$ cat src/design/tdq_pkg.sv
// Shared types and constants for the timer deadline queue.
// No dependencies; imported by tdq_cell, timer_deadline_queue and the testbench.
package tdq_pkg;

  localparam int DL_W = 32;
  localparam int ID_W = 8;
  localparam int DELAY_W = 22;
  localparam int KIND_W = 2;
  localparam int QUEUE_DEPTH_DEF = 16;

  localparam logic OP_ADD = 1'b0;
  localparam logic OP_TICK = 1'b1;

  localparam logic [KIND_W-1:0] KIND_ACCEPTED = 2'd0;
  localparam logic [KIND_W-1:0] KIND_FULL = 2'd1;
  localparam logic [KIND_W-1:0] KIND_EXPIRED = 2'd2;

  localparam logic [DL_W-1:0] DL_SAT = {DL_W{1'b1}};

  typedef logic [DL_W-1:0] deadline_t;
  typedef logic [ID_W-1:0] timer_id_t;

  // per-cycle command broadcast to every cell
  typedef struct packed {
    logic      ins;
    logic      pop;
    deadline_t new_dl;
    timer_id_t new_id;
  } cell_ctl_t;

endpackage

$ cat src/design/tdq_cell.sv
// One slot of the sorted timer chain: holds a deadline and id, shifts
// toward the tail on insert and toward the head on pop. Uses tdq_pkg.
module tdq_cell (
  input  logic               clk,
  input  tdq_pkg::cell_ctl_t ctl,
  input  logic               occupied,
  input  logic               at_tail,
  input  logic               prev_shift,
  input  tdq_pkg::deadline_t prev_dl,
  input  tdq_pkg::timer_id_t prev_id,
  input  tdq_pkg::deadline_t next_dl,
  input  tdq_pkg::timer_id_t next_id,
  output logic               shift,
  output tdq_pkg::deadline_t dl,
  output tdq_pkg::timer_id_t id
);
  import tdq_pkg::*;

  deadline_t dl_r, dl_nxt;
  timer_id_t id_r, id_nxt;

  // strictly later deadlines move back; equal ones stay ahead of the new timer
  assign shift = occupied && (dl_r > ctl.new_dl);

  always_comb begin
    dl_nxt = dl_r;
    id_nxt = id_r;
    if (ctl.ins) begin
      if (prev_shift) begin
        dl_nxt = prev_dl;
        id_nxt = prev_id;
      end else if (shift || at_tail) begin
        dl_nxt = ctl.new_dl;
        id_nxt = ctl.new_id;
      end
    end else if (ctl.pop) begin
      dl_nxt = next_dl;
      id_nxt = next_id;
    end
  end

  always_ff @(posedge clk) begin
    dl_r <= dl_nxt;
    id_r <= id_nxt;
  end

  assign dl = dl_r;
  assign id = id_r;

endmodule

$ cat src/design/timer_deadline_queue.sv
// Timer deadline queue: sorted chain of tdq_cell slots plus a sequencer.
// After the accept, a result is registered into out_valid through the deadline-add and apply states.
// A new request is taken only once the accept/add/apply sequencer is idle again;
// an apply waits while the output register still holds an untaken result.
// Reset clears the timer count, elapsed count, sequencer and output valid;
// slot contents are not cleared and are only read below the count.
module timer_deadline_queue #(
  parameter int QUEUE_DEPTH = tdq_pkg::QUEUE_DEPTH_DEF
) (
  input  logic                        clk,
  input  logic                        rst_n,
  input  logic                        in_valid,
  output logic                        in_ready,
  input  logic                        in_operation,
  input  tdq_pkg::timer_id_t          in_timer_id,
  input  logic [tdq_pkg::DELAY_W-1:0] in_delay_ms,
  output logic                        out_valid,
  input  logic                        out_ready,
  output logic [tdq_pkg::KIND_W-1:0]  out_event_kind,
  output tdq_pkg::timer_id_t          out_event_id
);
  import tdq_pkg::*;

  localparam int CNT_W = $clog2(QUEUE_DEPTH + 1);

  localparam logic [1:0] ST_IDLE = 2'd0;
  localparam logic [1:0] ST_CALC = 2'd1;
  localparam logic [1:0] ST_APPLY = 2'd2;

  logic [1:0]         state_r, state_nxt;
  logic               op_r;
  timer_id_t          id_r;
  logic [DELAY_W-1:0] delay_r;
  deadline_t          new_dl_r, new_dl_nxt;
  deadline_t          elapsed_r, elapsed_nxt;
  logic [CNT_W-1:0]   count_r, count_nxt;
  logic               out_valid_r, out_valid_nxt;
  logic [KIND_W-1:0]  out_kind_r, out_kind_nxt;
  timer_id_t          out_id_r, out_id_nxt;

  cell_ctl_t  ctl;
  deadline_t  dl_w [QUEUE_DEPTH];
  timer_id_t  id_w [QUEUE_DEPTH];
  logic       shift_w [QUEUE_DEPTH];

  logic       is_full, is_empty, out_free, head_due;
  deadline_t  base_elapsed;
  logic [DL_W:0] dl_sum;

  assign is_full  = (count_r == CNT_W'(QUEUE_DEPTH));
  assign is_empty = (count_r == '0);
  assign out_free = !out_valid_r || out_ready;
  assign in_ready = (state_r == ST_IDLE);

  assign base_elapsed = is_empty ? '0 : elapsed_r;
  assign dl_sum = {1'b0, base_elapsed} + (DL_W + 1)'(delay_r);
  assign head_due = !is_empty && (dl_w[0] <= elapsed_r);

  always_comb begin
    state_nxt     = state_r;
    new_dl_nxt    = new_dl_r;
    elapsed_nxt   = elapsed_r;
    count_nxt     = count_r;
    out_valid_nxt = out_valid_r && !out_ready;
    out_kind_nxt  = out_kind_r;
    out_id_nxt    = out_id_r;
    ctl.ins       = 1'b0;
    ctl.pop       = 1'b0;
    ctl.new_dl    = new_dl_r;
    ctl.new_id    = id_r;
    unique case (state_r)
      ST_IDLE: begin
        if (in_valid) state_nxt = ST_CALC;
      end
      ST_CALC: begin
        new_dl_nxt = dl_sum[DL_W] ? DL_SAT : dl_sum[DL_W-1:0];
        if (op_r == OP_ADD) begin
          if (!is_full && is_empty) elapsed_nxt = '0;
        end else if (!is_empty && elapsed_r != DL_SAT) begin
          elapsed_nxt = elapsed_r + DL_W'(1);
        end
        state_nxt = ST_APPLY;
      end
      ST_APPLY: begin
        if (op_r == OP_TICK && !head_due) begin
          state_nxt = ST_IDLE;
        end else if (out_free) begin
          out_valid_nxt = 1'b1;
          state_nxt = ST_IDLE;
          if (op_r == OP_ADD) begin
            out_id_nxt = id_r;
            if (is_full) begin
              out_kind_nxt = KIND_FULL;
            end else begin
              out_kind_nxt = KIND_ACCEPTED;
              ctl.ins = 1'b1;
              count_nxt = count_r + CNT_W'(1);
            end
          end else begin
            out_kind_nxt = KIND_EXPIRED;
            out_id_nxt = id_w[0];
            ctl.pop = 1'b1;
            count_nxt = count_r - CNT_W'(1);
            if (count_r == CNT_W'(1)) elapsed_nxt = '0;
          end
        end
      end
      default: state_nxt = ST_IDLE;
    endcase
  end

  always_ff @(posedge clk) begin
    if (!rst_n) begin
      state_r     <= ST_IDLE;
      elapsed_r   <= '0;
      count_r     <= '0;
      out_valid_r <= 1'b0;
    end else begin
      state_r     <= state_nxt;
      elapsed_r   <= elapsed_nxt;
      count_r     <= count_nxt;
      out_valid_r <= out_valid_nxt;
    end
  end

  always_ff @(posedge clk) begin
    if (in_valid && in_ready) begin
      op_r    <= in_operation;
      id_r    <= in_timer_id;
      delay_r <= in_delay_ms;
    end
    new_dl_r   <= new_dl_nxt;
    out_kind_r <= out_kind_nxt;
    out_id_r   <= out_id_nxt;
  end

  for (genvar gi = 0; gi < QUEUE_DEPTH; gi++) begin : g_cell
    logic      prev_shift;
    deadline_t prev_dl, next_dl;
    timer_id_t prev_id, next_id;
    if (gi == 0) begin : g_head
      assign prev_shift = 1'b0;
      assign prev_dl = '0;
      assign prev_id = '0;
    end else begin : g_mid
      assign prev_shift = shift_w[gi-1];
      assign prev_dl = dl_w[gi-1];
      assign prev_id = id_w[gi-1];
    end
    if (gi == QUEUE_DEPTH - 1) begin : g_tail
      assign next_dl = '0;
      assign next_id = '0;
    end else begin : g_body
      assign next_dl = dl_w[gi+1];
      assign next_id = id_w[gi+1];
    end
    tdq_cell u_cell (
      .clk        (clk),
      .ctl        (ctl),
      .occupied   (count_r > CNT_W'(gi)),
      .at_tail    (count_r == CNT_W'(gi)),
      .prev_shift (prev_shift),
      .prev_dl    (prev_dl),
      .prev_id    (prev_id),
      .next_dl    (next_dl),
      .next_id    (next_id),
      .shift      (shift_w[gi]),
      .dl         (dl_w[gi]),
      .id         (id_w[gi])
    );
  end

  assign out_valid      = out_valid_r;
  assign out_event_kind = out_kind_r;
  assign out_event_id   = out_id_r;

  a_count_bound: assert property (@(posedge clk) disable iff (!rst_n)
    count_r <= CNT_W'(QUEUE_DEPTH))
    else $error("timer count exceeds queue depth");

  a_idle_elapsed: assert property (@(posedge clk) disable iff (!rst_n)
    (count_r == '0) |-> (elapsed_r == '0))
    else $error("elapsed count running with empty queue");

  a_head_sorted: assert property (@(posedge clk) disable iff (!rst_n)
    (count_r >= CNT_W'(2)) |-> (dl_w[0] <= dl_w[1]))
    else $error("queue head out of deadline order");

  a_pop_nonempty: assert property (@(posedge clk) disable iff (!rst_n)
    ctl.pop |-> !is_empty)
    else $error("expire request with empty queue");

endmodule

$ cat config.mk
export PLATFORM = sky130hd
export DESIGN_NAME = timer_deadline_queue
export DESIGN_NICKNAME = d
export VERILOG_FILES = /design/src/design/tdq_pkg.sv /design/src/design/tdq_cell.sv /design/src/design/timer_deadline_queue.sv
export SDC_FILE = /design/constraint.sdc
export NUM_CORES = 2
export LEC_CHECK = 0
export ABC_AREA = 1
export BUFFER_PORTS_ARGS = -buffer_cell sky130_fd_sc_hd__buf_2
export CORE_MARGIN = 10
export CORE_UTILIZATION = 60
export DETAILED_ROUTE_END_ITERATION = 8
export PLACE_DENSITY = 0.81
export SYNTH_ARGS = -nofsm -noshare
export SYNTH_HDL_FRONTEND = slang
export SYNTH_SLANG_ARGS = --single-unit
$ cat constraint.sdc
create_clock -name clk -period 7.75 [get_ports clk]
set_input_delay 0.775 -clock clk [delete_from_list [all_inputs] [get_ports clk]]
set_output_delay 0.775 -clock clk [all_outputs]
set_load 0.05 [all_outputs]
==> results.sh <==
export IMPL_ant_nets=0
export IMPL_outcome="completed"
export IMPL_start_kind="flop"
export IMPL_critical_path_required_ns=8.10
export IMPL_finClkSkew_ns=0.0318
export IMPL_cp_arrival_ns=5.20
export IMPL_rows=107
export IMPL_coreArea_um2=85000
export IMPL_synth_seq_area_share_pct=43.3
export IMPL_post_cts_buffers=0
export IMPL_wirelength_um=147000
export IMPL_syn_avg_cell_area_um2=8.22
export IMPL_cts_hold_buf=0
export IMPL_drt_pass1_iterations=8
export IMPL_fin_crit_sh_pct=62.6
export IMPL_syn_num_nets=6855
export IMPL_die_y_um=313
export IMPL_power_share_clock_pct=41.2
export IMPL_htree_levels=3
export IMPL_leakagePower_nw=23.7
export IMPL_cts_tree="built"
export IMPL_slew_violations=0
export IMPL_power_frac_comb_pct=10.6
export IMPL_ys_async_sr_fraction_pct=0
export IMPL_synthFlopType="edfxtp_1"
export IMPL_p_per_area_nw_per_um2=175
export IMPL_max_slew_margin_pct=15.1
export IMPL_internal_power_mw=7.08
export IMPL_hpwl_um=106000
export IMPL_netlist_area_um2=51300
export IMPL_ys_types=60
export IMPL_vias=45100
export IMPL_clk_latency_ns=0.66
export IMPL_finalSetupTns_ns=0
export IMPL_final_common_cell="nand2_1"
export IMPL_cts_root_buf="clkbuf_16"
export IMPL_antenna_found_initial=6
export IMPL_grt_max_degree=196
export IMPL_peakVddDrop_mv=0.168
export IMPL_max_freq_ghz=0.206
export IMPL_grt_overflow_total=0
export IMPL_nets=6730
export IMPL_p_sw_mw=2.52
export IMPL_tightest_slew_ns=1.27
export IMPL_clockBufferDepth=3
export IMPL_power_frac_seq_pct=48.2
export IMPL_first_global_vias=42300
export IMPL_cts_resized=0
export IMPL_mostFrequentLayoutCells="nand2_1, edfxtp_1, a21oi_1"
export IMPL_synth_edf_count=713
export IMPL_r2r_setup_slack_ns=2.90
export IMPL_end_kind="flop"
export IMPL_setup_viol=0
export IMPL_finalWorstSetupSlack_ns=2.90
export IMPL_die_area_um2=97700
export IMPL_globalRouteTotalUtil_pct=29.0
export IMPL_syn_inst=6246
export IMPL_cts_sinks=753
export IMPL_first_iter_violations=5717
export IMPL_drc=0
export IMPL_ys_seq_elements=753
export IMPL_die_w_um=313
export IMPL_dp_slack_ns=3.03
export IMPL_ys_warn_count=0
export IMPL_post_route_min_period_ns=4.85
export IMPL_wl_per_cell_um=20.1
export IMPL_cts_buffers=84
export IMPL_drive_above_1_share_pct=5.15
export IMPL_clkTransAtPathRegs_ns=0.06
export IMPL_hold_path_class="input pin to flop"
export IMPL_hold_viol=0
export IMPL_io_buffers=46
export IMPL_initial_utilization_pct=60.4
export IMPL_grt_pass1_wl_um=230000
export IMPL_maxCapViolations=0
export IMPL_cp_max_fo=195
export IMPL_rsz0062_at_grt="false"
export IMPL_path_class="flop to flop"
export IMPL_switching_share_pct=26.2
export IMPL_viasPerCell=6.15
export IMPL_gp_congestion=0.926
export IMPL_area_delta_synth_final_pct=7.06
export IMPL_ioPinCount=47
-- power groups by stage --
| stage | clock network [mW] | logic, mW | registers (mW) |
|---|---|---|---|
| final | 3.95 | 1.01 | 4.63 |
| after global routing | 4.13 | 1.14 | 4.63 |
| after CTS | 3.98 | 0.994 | 4.62 |
| after detailed placement | 0 | 0.986 | 4.71 |
| after global placement | 0 | 0.944 | 4.71 |
| after floorplan | 0 | 0.705 | 4.68 |
-- Yosys cell counts, types with 3 or more instances --
cell type	count	area [um2]
a21oi_1	698	3490
o21a_1	15	113
o221ai_1	5	43.8
a21o_1	7	52.6
edfxtp_1	713	21400
xnor2_1	4	35.0
dfxtp_1	40	801
or2_2	10	62.6
o22ai_1	5	31.3
buf_6	14	158
clkbuf_1	180	676
and2_1	4	25.0
a31oi_1	15	93.8
nand3_1	140	701
o21ai_1	216	1080
nand2_2	9	56.3
nand3_2	8	80.1
inv_1	285	1070
buf_1	16	60.1
nor3_1	45	225
o211ai_1	27	203
nand4_1	51	319
o21ai_0	670	3350
nor4_1	29	181
nor2_1	454	1700
buf_2	115	576
a211oi_1	12	90.1
xor2_1	17	149
nor2_2	3	18.8
ha_1	573	7170
nand2_1	1805	6780
buf_4	10	75.1
nand3b_1	3	22.5
inv_2	11	41.3
a41oi_1	4	35.0
-- cells by family (layout without fill, tap and decap cells) --
family | count (synthesis) | after routing | synth area share [%]
buf+inv | 633 | 576 | 5.19
flops | 753 | 753 | 43.3
fa+ha+maj | 574 | 574 | 14.0
other cells | 0 | 1 | 0
compound gates | 1680 | 1680 | 16.9
xor+xnor | 21 | 21 | 0.358
simple gates | 2585 | 2585 | 20.3
-- cell type report --
type / instances / area (um2)
Tap cell: 1144 / 1430
Fill cell: 6914 / 30100
Multi-Input combinational cell: 4860 / 26700
Clock buffer: 120 / 2320
Antenna cell: 1 / 2.50
Sequential cell: 753 / 22200
Timing Repair Buffer: 124 / 841
Clock inverter: 34 / 338
Inverter: 298 / 1130
-- worst max-delay path: stages (launching register included) --
cell	delay, ns
edfxtp_1	0.91
clkinv_1	0.55
nand4_1	0.29
buf_12	0.62
buf_12	0.67
buf_4	0.98
a21oi_1	0.06
o21ai_0	0.15
o21ai_0	0.14
-- layer usage --
| metal | track usage (%) | vias up | share of wire [%] |
|---|---|---|---|
| met1 | 38.7 | 20900 | 41 |
| li1 | - | 21500 | - |
| met2 | 46.1 | 2376 | 45 |
| met3 | 5.21 | 319 | 9.8 |
| met4 | 12.7 | 0 | 4.1 |
| met5 | 0 | - | 0 |
-- sequential cells by signal (all words and copies together), names as in the netlist, 2 cells and up --
| name | cells |
|---|---|
| g_cell.u_cell.id | 128 |
| delay_r | 22 |
| new_dl_r | 32 |
| g_cell.u_cell.dl | 512 |
| out_event_id | 8 |
| id_r | 8 |
| state_r | 2 |
| out_event_kind | 2 |
| elapsed_r | 32 |
| count_r | 5 |
-- path summary, 6_finish.rpt --
kind                       start                     end  cells past startpoint
setup reg to reg            op_r  g_cell[5].u_cell.dl[0]                      8
hold / removal    in_delay_ms[6]              delay_r[6]                      1
setup / recovery            op_r  g_cell[5].u_cell.dl[0]                      8
hold reg to reg       state_r[1]              state_r[0]                      1
-- through the flow --
stage                     total power, mW  util [%]  hold WS [ns]  std cells  instance area (um2)
after floorplan                      5.39         -         0.445       6246                51300
after global placement               5.65      61.5         0.490       7179                52300
after detailed placement             5.69      61.5         0.495       7179                52300
after CTS                            9.60      64.6         0.273       7333                55000
after global routing                 9.91      64.6         0.287       7333                55000
final                                9.59      64.6         0.293       7334                55000
(Power assumes the default switching activity.)
